--- src/hw/rtl/crcpr_pkg.sv ---
// shared types, codes and the crc byte update for the crc checked page reader
package crcpr_pkg;

    localparam int MAX_PAGE_BYTES = 256;
    localparam int QUEUE_DEPTH    = 4;

    localparam logic [15:0] CRC_POLY       = 16'h1021;
    localparam logic [15:0] RST_START_ADDR = 16'h0000;
    localparam logic [15:0] RST_STOP_ADDR  = 16'h0000;
    localparam logic [8:0]  RST_PAYLOAD    = 9'd256;
    localparam logic [15:0] RST_CRC_SEED   = 16'h0001;

    localparam logic [1:0] CFG_START_ADDR = 2'd0;
    localparam logic [1:0] CFG_STOP_ADDR  = 2'd1;
    localparam logic [1:0] CFG_PAYLOAD    = 2'd2;
    localparam logic [1:0] CFG_CRC_SEED   = 2'd3;

    typedef enum logic [1:0] {
        REQ_START   = 2'd0,
        REQ_BYTE    = 2'd1,
        REQ_TIMEOUT = 2'd2,
        REQ_NONE    = 2'd3
    } t_req;

    typedef enum logic [1:0] {
        KIND_PAGE = 2'd0,
        KIND_DATA = 2'd1,
        KIND_DONE = 2'd2
    } t_kind;

    typedef enum logic [1:0] {
        ST_OK      = 2'd0,
        ST_TIMEOUT = 2'd1,
        ST_CRC_ERR = 2'd2
    } t_status;

    typedef struct packed {
        t_req       req;
        logic [7:0] rx_byte;
    } t_cmd;

    typedef struct packed {
        logic        we;
        logic [1:0]  index;
        logic [15:0] data;
    } t_cfg_wr;

    typedef struct packed {
        t_kind       kind;
        logic [15:0] page_address;
        logic [7:0]  data_byte;
        logic [7:0]  byte_offset;
        t_status     status;
    } t_result;

    function automatic logic [15:0] crc_push8(input logic [15:0] crc, input logic [7:0] data);
        logic [15:0] c;
        logic [7:0]  d;
        logic        carry;
        c = crc;
        d = data;
        for (int i = 0; i < 8; i++) begin
            carry = c[15];
            c     = {c[14:0], d[7]};
            d     = {d[6:0], 1'b0};
            if (carry) begin
                c = c ^ CRC_POLY;
            end
        end
        return c;
    endfunction

endpackage

--- src/hw/rtl/crcpr_front.sv ---
// input stage: takes requests, drops unused codes, hands them to the queue
module crcpr_front (
    input  logic               i_clk,
    input  logic               i_rst_n,
    input  logic               s_axis_tvalid,
    output logic               s_axis_tready,
    input  logic [7:0]         s_axis_tdata,   // rx_byte
    input  logic [1:0]         s_axis_tuser,   // req_type
    output logic               o_push,
    output crcpr_pkg::t_cmd    o_cmd,
    input  logic               i_push_ready
);

    logic            r_vld;
    crcpr_pkg::t_cmd r_cmd;
    logic            take;
    crcpr_pkg::t_req req;

    assign req           = crcpr_pkg::t_req'(s_axis_tuser);
    assign s_axis_tready = !r_vld || i_push_ready;
    assign take          = s_axis_tvalid && s_axis_tready;

    always_ff @(posedge i_clk) begin
        if (!i_rst_n) begin
            r_vld <= 1'b0;
        end else if (s_axis_tready) begin
            r_vld <= take && (req != crcpr_pkg::REQ_NONE);
        end
    end

    always_ff @(posedge i_clk) begin
        if (take) begin
            r_cmd.req     <= req;
            r_cmd.rx_byte <= s_axis_tdata;
        end
    end

    assign o_push = r_vld;
    assign o_cmd  = r_cmd;

endmodule

--- src/hw/rtl/crcpr_queue.sv ---
// small request queue between the input stage and the page engine
module crcpr_queue #(
    parameter int DEPTH = crcpr_pkg::QUEUE_DEPTH
) (
    input  logic            i_clk,
    input  logic            i_rst_n,
    input  logic            i_push,
    input  crcpr_pkg::t_cmd i_cmd,
    output logic            o_push_ready,
    output logic            o_vld,
    output crcpr_pkg::t_cmd o_cmd,
    input  logic            i_pop
);

    localparam int PTR_W = (DEPTH > 1) ? $clog2(DEPTH) : 1;
    localparam int CNT_W = $clog2(DEPTH + 1);

    crcpr_pkg::t_cmd  r_mem [DEPTH];
    logic [PTR_W-1:0] r_wr_ptr;
    logic [PTR_W-1:0] r_rd_ptr;
    logic [CNT_W-1:0] r_count;
    logic             do_push;
    logic             do_pop;

    assign o_push_ready = (r_count != CNT_W'(DEPTH));
    assign o_vld        = (r_count != '0);
    assign do_push      = i_push && o_push_ready;
    assign do_pop       = i_pop && o_vld;
    assign o_cmd        = r_mem[r_rd_ptr];

    always_ff @(posedge i_clk) begin
        if (do_push) begin
            r_mem[r_wr_ptr] <= i_cmd;
        end
    end

    always_ff @(posedge i_clk) begin
        if (!i_rst_n) begin
            r_wr_ptr <= '0;
            r_rd_ptr <= '0;
            r_count  <= '0;
        end else begin
            if (do_push) begin
                r_wr_ptr <= (r_wr_ptr == PTR_W'(DEPTH - 1)) ? '0 : r_wr_ptr + 1'b1;
            end
            if (do_pop) begin
                r_rd_ptr <= (r_rd_ptr == PTR_W'(DEPTH - 1)) ? '0 : r_rd_ptr + 1'b1;
            end
            if (do_push && !do_pop) begin
                r_count <= r_count + 1'b1;
            end else if (do_pop && !do_push) begin
                r_count <= r_count - 1'b1;
            end
        end
    end

    a_count_bound: assert property (@(posedge i_clk) disable iff (!i_rst_n)
        r_count <= CNT_W'(DEPTH))
        else $error("queue count above depth");

endmodule

--- src/hw/rtl/crcpr_engine.sv ---
// page engine: transfer state, crc check, config registers and result register
module crcpr_engine #(
    parameter int MAX_PAGE_BYTES = crcpr_pkg::MAX_PAGE_BYTES
) (
    input  logic               i_clk,
    input  logic               i_rst_n,
    input  crcpr_pkg::t_cfg_wr i_cfg,
    input  logic               i_q_vld,
    input  crcpr_pkg::t_cmd    i_q_cmd,
    output logic               o_q_pop,
    output logic               o_vld,
    input  logic               i_ready,
    output crcpr_pkg::t_result o_res
);

    localparam int CNT_W = $clog2(MAX_PAGE_BYTES + 2);

    logic [15:0] r_start_addr;
    logic [15:0] r_stop_addr;
    logic [8:0]  r_payload_len;
    logic [15:0] r_crc_seed;

    logic             r_active;
    logic [CNT_W-1:0] r_count;
    logic [15:0]      r_crc;
    logic [7:0]       r_crc_low;
    logic [15:0]      r_addr;

    logic             n_active;
    logic [CNT_W-1:0] n_count;
    logic [15:0]      n_crc;
    logic [7:0]       n_crc_low;
    logic [15:0]      n_addr;

    logic               r_out_vld;
    crcpr_pkg::t_result r_out;

    logic               pop;
    logic               res_vld;
    crcpr_pkg::t_result res;
    logic [31:0]        plen;
    logic [31:0]        len_w;
    logic [CNT_W-1:0]   len;
    logic [15:0]        crc_aug;
    logic [15:0]        next_addr;

    assign pop     = i_q_vld && (!r_out_vld || i_ready);
    assign o_q_pop = pop;

    // effective page length
    always_comb begin
        plen = 32'(r_payload_len);
        if (plen == 32'd0) begin
            len_w = 32'd1;
        end else if (plen > 32'(MAX_PAGE_BYTES)) begin
            len_w = 32'(MAX_PAGE_BYTES);
        end else begin
            len_w = plen;
        end
        len = CNT_W'(len_w);
    end

    assign crc_aug   = crcpr_pkg::crc_push8(crcpr_pkg::crc_push8(r_crc, 8'h00), 8'h00);
    assign next_addr = r_addr + 16'(len);

    always_comb begin
        n_active  = r_active;
        n_count   = r_count;
        n_crc     = r_crc;
        n_crc_low = r_crc_low;
        n_addr    = r_addr;
        res_vld   = 1'b0;
        res       = '0;
        if (pop) begin
            case (i_q_cmd.req)
                crcpr_pkg::REQ_START: begin
                    n_addr  = r_start_addr;
                    res_vld = 1'b1;
                    if (r_start_addr == r_stop_addr) begin
                        n_active   = 1'b0;
                        res.kind   = crcpr_pkg::KIND_DONE;
                        res.status = crcpr_pkg::ST_OK;
                    end else begin
                        n_active         = 1'b1;
                        n_count          = '0;
                        n_crc            = r_crc_seed;
                        res.kind         = crcpr_pkg::KIND_PAGE;
                        res.page_address = r_start_addr;
                    end
                end
                crcpr_pkg::REQ_TIMEOUT: begin
                    if (r_active) begin
                        n_active   = 1'b0;
                        res_vld    = 1'b1;
                        res.kind   = crcpr_pkg::KIND_DONE;
                        res.status = crcpr_pkg::ST_TIMEOUT;
                    end
                end
                crcpr_pkg::REQ_BYTE: begin
                    if (r_active) begin
                        if (r_count < len) begin
                            n_crc           = crcpr_pkg::crc_push8(r_crc, i_q_cmd.rx_byte);
                            n_count         = r_count + 1'b1;
                            res_vld         = 1'b1;
                            res.kind        = crcpr_pkg::KIND_DATA;
                            res.data_byte   = i_q_cmd.rx_byte;
                            res.byte_offset = 8'(r_count);
                        end else if (r_count == len) begin
                            n_crc_low = i_q_cmd.rx_byte;
                            n_count   = r_count + 1'b1;
                        end else begin
                            n_crc   = crc_aug;
                            res_vld = 1'b1;
                            if (crc_aug != {i_q_cmd.rx_byte, r_crc_low}) begin
                                n_active   = 1'b0;
                                res.kind   = crcpr_pkg::KIND_DONE;
                                res.status = crcpr_pkg::ST_CRC_ERR;
                            end else if (next_addr == r_stop_addr) begin
                                n_addr     = next_addr;
                                n_active   = 1'b0;
                                res.kind   = crcpr_pkg::KIND_DONE;
                                res.status = crcpr_pkg::ST_OK;
                            end else begin
                                n_addr           = next_addr;
                                n_count          = '0;
                                n_crc            = r_crc_seed;
                                res.kind         = crcpr_pkg::KIND_PAGE;
                                res.page_address = next_addr;
                            end
                        end
                    end
                end
                default: begin
                end
            endcase
        end
    end

    always_ff @(posedge i_clk) begin
        if (!i_rst_n) begin
            r_start_addr  <= crcpr_pkg::RST_START_ADDR;
            r_stop_addr   <= crcpr_pkg::RST_STOP_ADDR;
            r_payload_len <= crcpr_pkg::RST_PAYLOAD;
            r_crc_seed    <= crcpr_pkg::RST_CRC_SEED;
        end else if (i_cfg.we) begin
            unique case (i_cfg.index)
                crcpr_pkg::CFG_START_ADDR: r_start_addr  <= i_cfg.data;
                crcpr_pkg::CFG_STOP_ADDR:  r_stop_addr   <= i_cfg.data;
                crcpr_pkg::CFG_PAYLOAD:    r_payload_len <= i_cfg.data[8:0];
                crcpr_pkg::CFG_CRC_SEED:   r_crc_seed    <= i_cfg.data;
                default: begin
                end
            endcase
        end
    end

    always_ff @(posedge i_clk) begin
        if (!i_rst_n) begin
            r_active  <= 1'b0;
            r_count   <= '0;
            r_crc     <= '0;
            r_crc_low <= '0;
            r_addr    <= '0;
            r_out_vld <= 1'b0;
        end else begin
            r_active  <= n_active;
            r_count   <= n_count;
            r_crc     <= n_crc;
            r_crc_low <= n_crc_low;
            r_addr    <= n_addr;
            if (pop) begin
                r_out_vld <= res_vld;
            end else if (i_ready) begin
                r_out_vld <= 1'b0;
            end
        end
    end

    always_ff @(posedge i_clk) begin
        if (pop && res_vld) begin
            r_out <= res;
        end
    end

    assign o_vld = r_out_vld;
    assign o_res = r_out;

    a_done_idle: assert property (@(posedge i_clk) disable iff (!i_rst_n)
        (r_out_vld && r_out.kind == crcpr_pkg::KIND_DONE) |-> !r_active)
        else $error("finish result while transfer still active");

    a_page_fresh: assert property (@(posedge i_clk) disable iff (!i_rst_n)
        (r_out_vld && r_out.kind == crcpr_pkg::KIND_PAGE) |-> (r_active && r_count == '0))
        else $error("page request without fresh page state");

    a_new_from_pop: assert property (@(posedge i_clk) disable iff (!i_rst_n)
        $rose(r_out_vld) |-> $past(pop))
        else $error("result appeared without a request");

endmodule

--- src/hw/rtl/crc_checked_page_reader_top.sv ---
// a request goes through the input register, the queue and the output register
// throughput: one request per cycle with no stall, one crc byte update per cycle in the engine
// requests with no result still reach the engine, but req_type none is dropped at the input
// the engine pops only while the output register is empty or its result is being taken
// reset: synchronous active low; clears queue and transfer state, config to defaults
module crc_checked_page_reader_top #(
    parameter int MAX_PAGE_BYTES = crcpr_pkg::MAX_PAGE_BYTES,
    parameter int QUEUE_DEPTH    = crcpr_pkg::QUEUE_DEPTH
) (
    input  logic        i_clk,
    input  logic        i_rst_n,
    input  logic        i_cfg_we,
    input  logic [1:0]  i_cfg_index,
    input  logic [15:0] i_cfg_wdata,
    input  logic        s_axis_tvalid,
    output logic        s_axis_tready,
    input  logic [7:0]  s_axis_tdata,   // rx_byte
    input  logic [1:0]  s_axis_tuser,   // req_type
    output logic        m_axis_tvalid,
    input  logic        m_axis_tready,
    output logic [39:0] m_axis_tdata,   // page_address, data_byte, byte_offset, status, zero pad
    output logic [1:0]  m_axis_tuser    // kind
);

    logic               push;
    crcpr_pkg::t_cmd    push_cmd;
    logic               push_ready;
    logic               q_vld;
    crcpr_pkg::t_cmd    q_cmd;
    logic               q_pop;
    crcpr_pkg::t_cfg_wr cfg;
    crcpr_pkg::t_result res;

    assign cfg.we    = i_cfg_we;
    assign cfg.index = i_cfg_index;
    assign cfg.data  = i_cfg_wdata;

    crcpr_front u_front (
        .i_clk         (i_clk),
        .i_rst_n       (i_rst_n),
        .s_axis_tvalid (s_axis_tvalid),
        .s_axis_tready (s_axis_tready),
        .s_axis_tdata  (s_axis_tdata),
        .s_axis_tuser  (s_axis_tuser),
        .o_push        (push),
        .o_cmd         (push_cmd),
        .i_push_ready  (push_ready)
    );

    crcpr_queue #(
        .DEPTH (QUEUE_DEPTH)
    ) u_queue (
        .i_clk        (i_clk),
        .i_rst_n      (i_rst_n),
        .i_push       (push),
        .i_cmd        (push_cmd),
        .o_push_ready (push_ready),
        .o_vld        (q_vld),
        .o_cmd        (q_cmd),
        .i_pop        (q_pop)
    );

    crcpr_engine #(
        .MAX_PAGE_BYTES (MAX_PAGE_BYTES)
    ) u_engine (
        .i_clk   (i_clk),
        .i_rst_n (i_rst_n),
        .i_cfg   (cfg),
        .i_q_vld (q_vld),
        .i_q_cmd (q_cmd),
        .o_q_pop (q_pop),
        .o_vld   (m_axis_tvalid),
        .i_ready (m_axis_tready),
        .o_res   (res)
    );

    assign m_axis_tuser = res.kind;
    assign m_axis_tdata = {6'b0, res.status, res.byte_offset, res.data_byte, res.page_address};

endmodule

--- config.mk ---
export PLATFORM = sky130hd
export DESIGN_NAME = crc_checked_page_reader_top
export DESIGN_NICKNAME = d
export VERILOG_FILES = /design/src/hw/rtl/crcpr_pkg.sv /design/src/hw/rtl/crcpr_front.sv /design/src/hw/rtl/crcpr_queue.sv /design/src/hw/rtl/crcpr_engine.sv /design/src/hw/rtl/crc_checked_page_reader_top.sv
export SDC_FILE = /design/constraint.sdc
export NUM_CORES = 1
export LEC_CHECK = 0
export BUFFER_PORTS_ARGS = -buffer_cell sky130_fd_sc_hd__buf_4
export CORE_MARGIN = 4
export CORE_UTILIZATION = 45
export CTS_CLUSTER_DIAMETER = 150
export DETAILED_ROUTE_END_ITERATION = 6
export GPL_TIMING_DRIVEN = 1
export MAX_ROUTING_LAYER = met4
export SLEW_MARGIN = 20
export SYNTH_ARGS = -nofsm -noshare
export SYNTH_HDL_FRONTEND = slang
export SYNTH_SLANG_ARGS = --single-unit
--- constraint.sdc ---
create_clock -name i_clk -period 4.7 [get_ports i_clk]
set_clock_uncertainty 0.05 [all_clocks]
set_input_delay 0.47 -clock i_clk [delete_from_list [all_inputs] [get_ports i_clk]]
set_output_delay 0.47 -clock i_clk [all_outputs]
set_load 0.02 [all_outputs]
## Word-level counts from Yosys, hierarchy flattened

Memory sizes are Yosys's and may differ from the RTL's. A register that Yosys moved wholly into a read port is not among the register bits.
Index checks and enable logic that the tools add are counted.

- Word-level logic and storage cells: 223
- Flip-flop bits (word level): 162
- Memories kept: 1
- Bits in writable memories: 40

Memories:

| name | words | bits a word | read ports | clocked after memory_dff | wr ports | RTL line | RTL |
|---|---|---|---|---|---|---|---|
| u_queue.r_mem | 4 | 10 | 1 | 1 | 1 | crcpr_queue.sv:18 | `crcpr_pkg::t_cmd r_mem [DEPTH];` |

- Reductions and logical operators: 32
- Bitwise operators: 25
- Multiplexer cells: 115
- Equality and inequality tests: 21
- $lt $le $gt $ge: 2
- Add/subtract/negate cells: 6

Operators by type and width:

| kind | count |
|---|---|
| 16-bit 2-to-1 mux | 43 |
| 13-bit 2-to-1 mux | 24 |
| 16-bit one-hot mux with 2 select lines | 3 |
| 9-bit 2-to-1 mux | 8 |
| 3-bit NOT | 24 |
| 36-bit 2-to-1 mux | 1 |
| 16-bit equality test | 2 |
| 2-bit 2-to-1 mux | 12 |
| 18-bit 2-to-1 mux | 1 |
| 9-bit one-hot mux with 2 select lines | 1 |
| 16-bit by 9-bit adder with 16-bit output | 1 |
| 1-bit 2-to-1 mux | 16 |
| 16-bit inequality test | 1 |
| 6-bit AND reduction | 2 |
| 2-bit equality test (second input constant) | 5 |
| 2-bit inequality test (second input constant) | 5 |
| 2-bit AND reduction | 5 |
| 5-bit AND reduction | 2 |
| 9-bit by 1-bit adder with 9-bit output (second input constant) | 1 |
| 9-bit equality test | 1 |
| 9-bit greater-than comparator (second input constant) | 1 |
| 9-bit zero test | 1 |
| 9-bit < comparator | 1 |
| 1-bit logical AND | 8 |
| other kinds (19) | 32 |

## Depth between registers and ports, before layout

Gate-level depths: netlist (run 1).

- Depth after elaboration: 49
- Depth in mapped cells: 17
- Mapped depth without buffers: 15

## Modules after synthesis

Synthesis (run 1) repeated with hierarchy kept, for this count alone.

- Cells, all modules: 1150
- Area, all modules: 10890.4 um^2

Modules (own cells, without submodules):

| module | instances | cells an instance | area each (um^2) |
|---|---|---|---|
| crcpr_engine | 1 | 1025 | 8567.0 |
| crcpr_queue | 1 | 103 | 1920.6 |
| crcpr_front | 1 | 15 | 354.1 |
| crc_checked_page_reader_top | 1 | 7 | 48.8 |

## Worst setup path before layout (run 1)

OpenSTA, ideal clock, no wires.

- Path kind: reg-to-reg
- From: register u_engine.r_payload_len[1]
- To: register u_engine.r_out, in the netlist u_engine.o_res[30] (data pin)
- Setup slack: 0.864 ns
- Required time: 4.384 ns
- Period minus slack after synthesis: 3.836 ns
- Path buffers: 1
- Cell stages (with the launch flop): 17
- Arrival: 3.520 ns
- Cell sequence: dfxtp_1 nor3_1 a21oi_1 nor2_1 ha_1 fa_1 a211oi_2 o21ai_0 a21oi_2 nor3_1 a311oi_1 o221ai_1 o31ai_1 clkbuf_1 nor4_1 a21oi_1 nor2_1

- Longest elaborated chain between the ends: 11

Ends and longest elaborated chain:

| item | RTL line | RTL |
|---|---|---|
| start, declared | crcpr_engine.sv:20 | `logic [8:0] r_payload_len;` |
| start signal, assigned | crcpr_engine.sv:143 | `r_payload_len <= crcpr_pkg::RST_PAYLOAD;` |
| start signal, assigned | crcpr_engine.sv:149 | `crcpr_pkg::CFG_PAYLOAD: r_payload_len <= i_cfg.data[8:0];` |
| 9-bit greater-than comparator | crcpr_engine.sv:55 | `end else if (plen > 32'(MAX_PAGE_BYTES)) begin` |
| 9-bit 2-to-1 mux | crcpr_engine.sv:55 |  |
| 9-bit 2-to-1 mux * | crcpr_engine.sv:53 | `if (plen == 32'd0) begin` |
| 16-bit by 9-bit adder with 16-bit output | crcpr_engine.sv:64 | `assign next_addr = r_addr + 16'(len);` |
| 16-bit equality test | crcpr_engine.sv:118 | `end else if (next_addr == r_stop_addr) begin` |
| 16-bit 2-to-1 mux | crcpr_engine.sv:118 |  |
| 16-bit 2-to-1 mux | crcpr_engine.sv:114 | `if (crc_aug != {i_q_cmd.rx_byte, r_crc_low}) begin` |
| 18-bit 2-to-1 mux | crcpr_engine.sv:108 | `end else if (r_count == len) begin` |
| 16-bit 2-to-1 mux * | crcpr_engine.sv:101 | `if (r_count < len) begin` |
| 36-bit 2-to-1 mux * | crcpr_engine.sv:100 | `if (r_active) begin` |
| 16-bit one-hot mux with 2 select lines * | crcpr_engine.sv:75 | `case (i_q_cmd.req)` |
| end signal, assigned | crcpr_engine.sv:181 | `r_out <= res;` |
| end, declared | crcpr_engine.sv:36 | `crcpr_pkg::t_result r_out;` |

Mark *: on every way between the ends. The rest lies on a longest branch, timed or not.
A chain may end at the register's enable or synchronous reset.

## Final worst setup path (run 1)

- From: register u_engine.r_payload_len[4]
- To: register u_engine.r_out, in the netlist u_engine.o_res[30] (data pin)

The elaborated chain is that of the path after synthesis.

==> impl_metrics.json, run 1 <==
{
  "gp_congestion": 0.9490,
  "synth-seq-area-share": 0.4592,
  "fin_setup_tns_ns": 0,
  "met3_usage": 0.03012,
  "die_h_um": 162.7,
  "worstMarginPinSlew_ns": 0.9359,
  "layout_commonest_cell": "nand2_1",
  "start_kind": "flop",
  "syn_inst": 1110,
  "grt_pass1_wl_mm": 46.07,
  "top_usage_layer": "met2",
  "row_count": 56,
  "clock_latency_ns": 0.53,
  "drv_cap": 0,
  "fin_crit_ns": 4.378,
  "syn_area_um2": 10770,
  "wl_per_cell_um": 19.88,
  "cts_resized": 0,
  "via_count": 8405,
  "grt_antenna_before_repair": 0,
  "hold_violations": 0,
  "track_usage": 0.2275,
  "dieWidth_um": 162.7,
  "h-tree-depth": 1,
  "antenna_cells": 0,
  "maxSlewHeadroom": 0.3754,
  "synthArstFlopShare": 0,
  "fill_cells": 2195,
  "maxSlewViolCount": 0,
  "drive_gt1_frac": 0.1396,
  "syn_to_final_growth_pct": 14.44,
  "clockBufferDepth": 3,
  "wirelength_mm": 29.71,
  "synth_edf_count": 86,
  "synth_cell_type_count": 79,
  "dp_hpwl_mm": 21.16,
  "drt-initial-drc-count": 603,
  "grt_max_degree": 44,
  "cp.required_ns": 4.91,
  "hold_class": "input port to flop",
  "core_um2": 23470,
  "fin_crit_sh": 0.9315,
  "grt_pass1_vias": 7924,
  "cts_setup_buffers": 0,
  "post-route-util": 0.5251,
  "grtUsageMet2": 0.3691,
  "antenna_left": 0,
  "status": "finished clean",
  "ios": 77,
  "cts_tree": "yes",
  "fmax_mhz": 228.4,
  "portBuffers": 70,
  "rsz0062_at_grt": "no",
  "overflow": 0,
  "hold_buffers": 0,
  "setup_viol": 0,
  "worst_ep_arrival_time_ns": 4.59,
  "worstSetupEndpointType": "flop",
  "initial_utilization": 0.4588,
  "dominantRegCellSynth": "dfxtp_1",
  "cp_max_fo": 21,
  "grt_use_met1": 0.3096,
  "syn_area_per_cell_um2": 9.702,
  "cts_root_buf": "clkbuf_16",
  "finalNetCount": 1222,
  "final_cell_mix": "158 x nand2_1, 118 x dfxtp_1, 91 x buf_4, 86 x edfxtp_1, 81 x nor2_1",
  "place_ws_ns": 0.3077,
  "ys_seq_elements": 204,
  "clkTransAtPathRegs_ns": 0.06,
  "clock-sinks": 204,
  "finalPower_mw": 7.480,
  "vias_per_cell": 5.626,
  "critical_path_class": "flop to flop",
  "drt_first_pass_iters": 5,
  "numCtsBuffers": 24,
  "p_per_area_nw_per_um2": 606.9,
  "drc": 0,
  "design.die.area_um2": 26470,
  "setup_slack_ns": 0.3217,
  "vdd_drop_max_uv": 355.3,
  "p_leak_nw": 4.709,
  "yosysWarningCount": 0
}
==> path summary, 6_finish.rpt <==
path                        startpoint                      end  slack (ns)  cells after the start
max          u_engine.r_payload_len[4]       u_engine.o_res[30]        0.32                     16
min                    s_axis_tdata[5]         u_front.o_cmd[5]        0.06                      1
max reg2reg  u_engine.r_payload_len[4]       u_engine.o_res[30]        0.32                     16
min reg2reg    u_engine.r_crc_seed[11]  u_engine.r_crc_seed[11]        0.43                      2
==> cells in the mapped netlist, drive strengths merged (20+ instances only) <==
cell | instances | share of area
a22oi | 20 | 0.014
dfxtp | 118 | 0.22
clkbuf | 55 | 0.019
nand2 | 158 | 0.055
edfxtp | 86 | 0.24
a31oi | 24 | 0.014
mux2i | 31 | 0.029
ha | 29 | 0.034
inv | 29 | 0.010
o21ai | 47 | 0.022
xnor2 | 57 | 0.053
xor2 | 28 | 0.023
and3 | 31 | 0.018
nor2 | 82 | 0.029
a21oi | 78 | 0.037
==> cell type report <==
cell class	count	area (um2)	area share
clock buffer	33	654.4	0.05310
clock inverter	10	101.3	0.008223
inverter	30	112.6	0.009137
multi-input combinational	807	5429	0.4405
sequential	204	4945	0.4012
tap	319	399.1	0.03239
timing repair buffer	91	683.2	0.05543
==> metal layers <==
metal	share of wire	vias up	wire, um
met5	0	-	0
met2	0.47	235	14100
met3	0.051	34	1502
met4	0.016	0	475
met1	0.46	4050	13630
li1	-	4086	-
==> flip-flops by register name, summed over array words and instances, names as in the netlist, 9 cells and up, named ones only <==
register	flops
u_engine.r_payload_len	9
u_engine.r_count	9
u_engine.r_crc	16
u_front.o_cmd	10
u_queue.r_mem	40
u_engine.r_addr	16
u_engine.r_start_addr	16
u_engine.o_res	36
u_engine.r_stop_addr	16
u_engine.r_crc_seed	16
==> kinds of logic after synthesis <==
logic type	Yosys count	share of synthesized area
other cells	1	0.0003482
compound gates	262	0.1587
xor+xnor	92	0.09167
mux	41	0.04973
fa+ha+maj	31	0.03741
buf+inv	104	0.04055
flops	204	0.4592
simple gates	375	0.1624
==> power by group <==
group / switching, mW / total (mW) / internal [mW]
registers: 0.271 / 2.42 / 2.15
logic: 1.91 / 3.28 / 1.37
clock network: 0.747 / 1.78 / 1.03
total: 2.93 / 7.48 / 4.55
==> critical path: stages, from the launching register on <==
cell      delay (ns)
dfxtp_1         0.32
nor4_1          0.30
a21oi_1         0.11
nor2_1          0.17
ha_1            0.24
fa_1            0.48
xnor2_1         0.17
o211ai_1        0.11
a211oi_1        0.22
o2111a_1        0.21
nor4bb_1        0.34
nand4_1         0.22
o31ai_2         0.49
buf_4           0.34
nor4_1          0.09
a21oi_1         0.16
nor2_1          0.06
==> through the flow <==
stage,instances,cell area (um2),hold slack (ns)
2_1_floorplan,1115,10790,0.3897
3_3_place_gp,1451,11560,0.4196
3_5_place_dp,1451,11560,0.4206
4_1_cts,1494,12320,0.03602
5_1_grt,1494,12320,0.03862
6_report,1494,12320,0.06018
(Power assumes the default switching activity.)
==> inputs of run 2 (changes only) <==
--- a/config.mk
+++ b/config.mk
@@ -12,6 +12,7 @@
 export DETAILED_ROUTE_END_ITERATION = 6
 export GPL_TIMING_DRIVEN = 1
 export MAX_ROUTING_LAYER = met4
+export REMOVE_ABC_BUFFERS = 1
 export SLEW_MARGIN = 20
 export SYNTH_ARGS = -nofsm -noshare
 export SYNTH_HDL_FRONTEND = slang
==> run 2 against run 1 <==
Against the previous run: count of clock-buffer cells in the layout decreased by 6; design area rose by 0.53%; via count down 0.65%; critical path type unchanged; critical endpoint is now u_engine.o_res[19]; highest routed layer unchanged.
==> impl_metrics.json, run 2 (same netlist as run 1, synthesis figures left out) <==
{
  "via_count": 8350,
  "row_count": 56,
  "combPwrFrac": 0.442,
  "clkTransAtPathRegs_ns": 0.06,
  "power_frac_seq": 0.319,
  "intPower_mw": 4.583,
  "cp_max_fo": 14,
  "status": "finished clean",
  "swShare": 0.3932,
  "final_cell_mix": "158 x nand2_1, 118 x dfxtp_1, 93 x buf_4, 86 x edfxtp_1, 80 x nor2_1",
  "hold_violations": 0,
  "clock-sinks": 204,
  "drv_cap": 0,
  "layout_commonest_cell": "nand2_1",
  "h-tree-depth": 1,
  "drt-initial-drc-count": 556,
  "r2r-end": "u_engine.o_res[19]",
  "crit_top_cell": "inv_1",
  "maxSlewHeadroom": 0.3846,
  "fin_crit_sh": 0.9253,
  "portBuffers": 70,
  "hold_class": "input port to flop",
  "core_um2": 23470,
  "die_h_um": 162.7,
  "setup_slack_ns": 0.3513,
  "largest_register_ffs": 40,
  "p_leak_nw": 4.717,
  "antenna_cells": 0,
  "antenna_left": 0,
  "clock_latency_ns": 0.53,
  "start_kind": "flop",
  "reg2reg_setup_slack_ns": 0.35,
  "cts_root_buf": "clkbuf_16",
  "place_ws_ns": 0.1144,
  "worst_ep_arrival_time_ns": 4.67,
  "dp_hpwl_mm": 20.78,
  "wl_per_cell_um": 19.71,
  "hold_end": "u_front.o_cmd[4]",
  "reg2reg_from": "u_engine.r_payload_len[8]",
  "crit_slowest_cell": "nor3_4",
  "track_usage": 0.2277,
  "p_per_area_nw_per_um2": 609.6,
  "drc": 0,
  "path_cells": "clkinv_1 -> nand2_1 -> inv_1 -> ha_1 -> a21oi_1 -> o22ai_1 -> inv_1 -> and2_1 -> xnor2_1 -> o221ai_1 -> o31ai_4 -> buf_4 -> nor3_4 -> a22oi_1 -> nor2_1",
  "clockBufferDepth": 3,
  "min_from": "s_axis_tdata[4]",
  "finalNetCount": 1224,
  "grt_antenna_before_repair": 0,
  "overflow": 0,
  "clkPwrFrac": 0.238,
  "initial_utilization": 0.4588,
  "worstMarginPinSlew_ns": 0.9221,
  "cts_tree": "yes",
  "grt_max_degree": 63,
  "grt_pass1_vias": 8230,
  "critical_path_class": "flop to flop",
  "gp_congestion": 0.9168,
  "drive_gt1_frac": 0.1470,
  "vdd_drop_max_uv": 345.6,
  "design.die.area_um2": 26470,
  "wirelength_mm": 29.48,
  "dieWidth_um": 162.7,
  "ios": 77,
  "fmax_mhz": 230.0,
  "cp.required_ns": 5.02,
  "largest_register": "u_queue.r_mem",
  "fin_crit_ns": 4.349,
  "numCtsBuffers": 23,
  "cp_num_buf_inv": 4,
  "hold_depth": 1,
  "worst_r2r_path_depth": 15,
  "vias_per_cell": 5.582,
  "worstSetupEndpointType": "flop",
  "hold_buffers": 0,
  "setup_viol": 0,
  "grt_pass1_wl_mm": 46.72,
  "finalPower_mw": 7.552,
  "maxSlewViolCount": 0,
  "drt_first_pass_iters": 5,
  "p_sw_mw": 2.969,
  "crit_family": "compound AO/OA/AOI/OAI gates",
  "slowest_delay_ns": 0.61,
  "syn_to_final_growth_pct": 15.05
}
[run 2: cell types whose count changed in the layout (fill, tap and decap cells not counted), moves of 2 or more]
cell	before	now
buf_4	91	93
clkinvlp_4	0	4
clkinv_4	0	3
clkbuf_1	7	3
[run 2: repair_timing]
action | CTS | global route
buffers inserted | 0 | 3
setup endpoints to repair | 0 | 39
hold endpoints to repair | 0 | 0
resized for setup | 0 | 8
[run 2: power groups by stage]
stage / registers, mW / clock network, mW / logic [mW]
final: 2.41 / 1.80 / 3.34
after global routing: 2.44 / 1.92 / 3.64
after CTS: 2.41 / 1.85 / 3.31
after detailed placement: 2.45 / 0 / 3.29
after global placement: 2.45 / 0 / 3.27
after floorplan: 2.49 / 0 / 2.26
[run 2: how the worst max path moves through the flow]
stage                              start             endpoint  slack, ns  depth (start not counted)
2_1_floorplan                       flop    u_engine.r_crc[0]      -0.31                          8
3_3_place_gp   u_engine.r_payload_len[4]  u_engine.r_count[2]       0.31                         16
3_5_place_dp   u_engine.r_payload_len[4]  u_engine.r_count[2]       0.11                         15
4_1_cts        u_engine.r_payload_len[4]  u_engine.r_count[2]       0.02                         15
5_1_grt        u_engine.r_payload_len[8]   u_engine.o_res[23]      -0.02                         15
6_report       u_engine.r_payload_len[8]   u_engine.o_res[19]       0.35                         15
[run 2: per-layer routing]
| layer | track usage | up-vias | part of all wire |
|---|---|---|---|
| met5 | - | - | 0 |
| met4 | 0.05986 | 0 | 0.022 |
| met3 | 0.03063 | 41 | 0.049 |
| met2 | 0.3638 | 197 | 0.47 |
| met1 | 0.3085 | 4012 | 0.46 |
| li1 | - | 4100 | - |
[run 2: cell type report]
| class | count | area [um2] |
|---|---|---|
| Clock buffer | 27 | 600.6 |
| Fill cell | 2122 | 11080 |
| Multi-Input combinational cell | 807 | 5454 |
| Sequential cell | 204 | 4945 |
| Tap cell | 319 | 399.1 |
| Inverter | 30 | 113.9 |
| Timing Repair Buffer | 94 | 718.2 |
| Clock inverter | 15 | 158.9 |
[run 2: stage by stage]
step | TNS (ns) | instance area [um2] | std cells | hold slack [ns] | util
final | 0 | 12390 | 1496 | 0.06601 | 0.5278
after CTS | 0 | 12340 | 1493 | 0.03402 | 0.5256
after global placement | 0 | 11570 | 1451 | 0.4107 | 0.4930
after global routing | -0.04353 | 12390 | 1496 | 0.03941 | 0.5278
after floorplan | -6.567 | 10460 | 1041 | 0.3897 | -
after detailed placement | 0 | 11580 | 1451 | 0.4201 | 0.4933
==> inputs of run 3 (changes only) <==
--- a/config.mk
+++ b/config.mk
@@ -8,9 +8,10 @@
 export BUFFER_PORTS_ARGS = -buffer_cell sky130_fd_sc_hd__buf_4
 export CORE_MARGIN = 4
 export CORE_UTILIZATION = 45
+export CTS_BUF_LIST = sky130_fd_sc_hd__clkbuf_4 sky130_fd_sc_hd__clkbuf_8 sky130_fd_sc_hd__clkbuf_16
 export CTS_CLUSTER_DIAMETER = 150
 export DETAILED_ROUTE_END_ITERATION = 6
-export GPL_TIMING_DRIVEN = 1
+export GPL_TIMING_DRIVEN = 0
 export MAX_ROUTING_LAYER = met4
 export REMOVE_ABC_BUFFERS = 1
 export SLEW_MARGIN = 20
==> run 3 against run 2 <==
Against the previous run: design area increased by 1.0%; first-iteration DRC count is 5.8% higher; via count rose by 0.74%; sequential share of layout area decreased by 0.40 points; combinational power decreased by 2%; wire length is 4.2% lower; core utilization grew 0.55 points; power is 2.1% higher; maximum frequency shrank 3.8%; global-route usage is 0.92 points lower; flip-flop and latch count unchanged.
==> impl_metrics.json, run 3 (same netlist as run 1, synthesis figures left out) <==
{
  "clock-sinks": 204,
  "gp_congestion": 0.9273,
  "critical_path_class": "flop to flop",
  "combPwrFrac": 0.424,
  "cts_tree": "yes",
  "maxSlewViolCount": 0,
  "grt_use_met1": 0.2992,
  "drv_cap": 0,
  "largest_register_ffs": 40,
  "dp_hpwl_mm": 19.75,
  "layout_commonest_cell": "nand2_1",
  "fin_crit_sh": 0.9614,
  "hold_violations": 0,
  "grt_pass1_vias": 7995,
  "numCtsBuffers": 23,
  "antenna_left": 0,
  "cts_root_buf": "clkbuf_16",
  "cp_max_fo": 15,
  "reg2reg_from": "u_engine.r_payload_len[4]",
  "p_leak_nw": 4.740,
  "drc": 0,
  "final_cell_mix": "158 x nand2_1, 117 x dfxtp_1, 86 x edfxtp_1, 78 x nor2_1",
  "vias_per_cell": 5.672,
  "via_count": 8412,
  "worst_ep_arrival_time_ns": 4.88,
  "post-route-util": 0.5333,
  "setup_viol": 0,
  "wirelength_mm": 28.24,
  "row_count": 56,
  "top_usage_layer": "met2",
  "syn_to_final_growth_pct": 16.24,
  "setup_slack_ns": 0.1813,
  "h-tree-depth": 1,
  "place_ws_ns": -0.2897,
  "swShare": 0.3771,
  "portBuffers": 70,
  "finalNetCount": 1212,
  "cp.required_ns": 5.06,
  "worstSetupEndpointType": "flop",
  "power_frac_seq": 0.314,
  "core_um2": 23470,
  "fin_crit_ns": 4.519,
  "clockBufferDepth": 3,
  "setup.worst_path.start": "u_engine.r_payload_len[4]",
  "die_h_um": 162.7,
  "drt-initial-drc-count": 588,
  "min_from": "s_axis_tdata[0]",
  "fmax_mhz": 221.3,
  "p_per_area_nw_per_um2": 615.9,
  "clkPwrFrac": 0.262,
  "grt_max_degree": 60,
  "largest_register": "u_queue.r_mem",
  "worstMarginPinSlew_ns": 0.9147,
  "dieWidth_um": 162.7,
  "drive_gt1_frac": 0.1495,
  "maxSlewHeadroom": 0.3874,
  "grtUsageMet2": 0.3442,
  "p_sw_mw": 2.908,
  "hold_class": "input port to flop",
  "hold_buffers": 0,
  "status": "finished clean",
  "met3_usage": 0.03417,
  "grt_antenna_before_repair": 0,
  "intPower_mw": 4.802,
  "design.die.area_um2": 26470,
  "ios": 77,
  "grt_pass1_wl_mm": 45.04,
  "vdd_drop_max_uv": 379.3,
  "overflow": 0,
  "clock_latency_ns": 0.52,
  "wl_per_cell_um": 19.04,
  "start_kind": "flop",
  "antenna_cells": 0,
  "clkTransAtPathRegs_ns": 0.06,
  "drt_first_pass_iters": 5,
  "initial_utilization": 0.4588,
  "track_usage": 0.2185
}
## run 3: worst paths after layout
check                        end  slack (ns)  cells after the start
max reg2reg  u_engine.r_count[1]        0.18                     17
min reg2reg   u_engine.r_addr[2]        0.42                      2
min             u_front.o_cmd[0]        0.07                      1
max          u_engine.r_count[1]        0.18                     17
## run 3: power groups by stage
stage / logic, mW / clock network, mW / registers (mW)
2_1_floorplan: 2.26 / 0 / 2.49
3_3_place_gp: 3.11 / 0 / 2.45
3_5_place_dp: 3.20 / 0 / 2.45
4_1_cts: 3.23 / 2.06 / 2.42
5_1_grt: 3.58 / 2.13 / 2.46
6_report: 3.27 / 2.02 / 2.42
## run 3: stage by stage
step	hold slack, ns	power, mW	TNS (ns)	area, um2	cells
final	0.07250	7.710	0	12520	1483
after global routing	0.04682	8.172	-0.07947	12520	1483
after CTS	0.05374	7.705	0	12470	1481
after detailed placement	0.4131	5.650	-2.035	11560	1437
after global placement	0.4067	5.558	-196.94	11390	1430
after floorplan	0.3897	4.751	-6.567	10460	1041
## run 3: cell type report
| cell class | count | area (um2) |
|---|---|---|
| Multi-Input combinational cell | 807 | 5498 |
| Clock inverter | 12 | 202.7 |
| Sequential cell | 204 | 4946 |
| Inverter | 30 | 118.9 |
| Fill cell | 2144 | 10950 |
| Timing Repair Buffer | 82 | 696.9 |
| Tap cell | 319 | 399.1 |
| Clock buffer | 29 | 656.9 |
## run 3: timing repair
action                     4_1_cts  5_1_grt
setup endpoints to repair       10       42
hold endpoints to repair         0        0
resized for setup                2        8
buffers inserted                 3        2
pin swaps                        2        3
## run 3: worst max-delay path: stages, from the launching register on
cell and delay (ns):
dfxtp_1 0.32, nor4_1 0.30, a21oi_1 0.11, nor2_1 0.22, ha_1 0.27, fa_1 0.49
xnor2_1 0.22, o211ai_1 0.14, a211oi_1 0.22, o2111a_1 0.21, nor4bb_1 0.36, nand4_1 0.15
buf_4 0.18, o31a_4 0.45, o31ai_4 0.28, buf_12 0.17, mux2i_1 0.18, nor2b_1 0.05
## run 3: per-layer routing
metal	up-vias	wire length [um]
met5	-	0
met4	0	671
met3	48	1578
met2	225	13050
met1	4076	12940
li1	4063	-
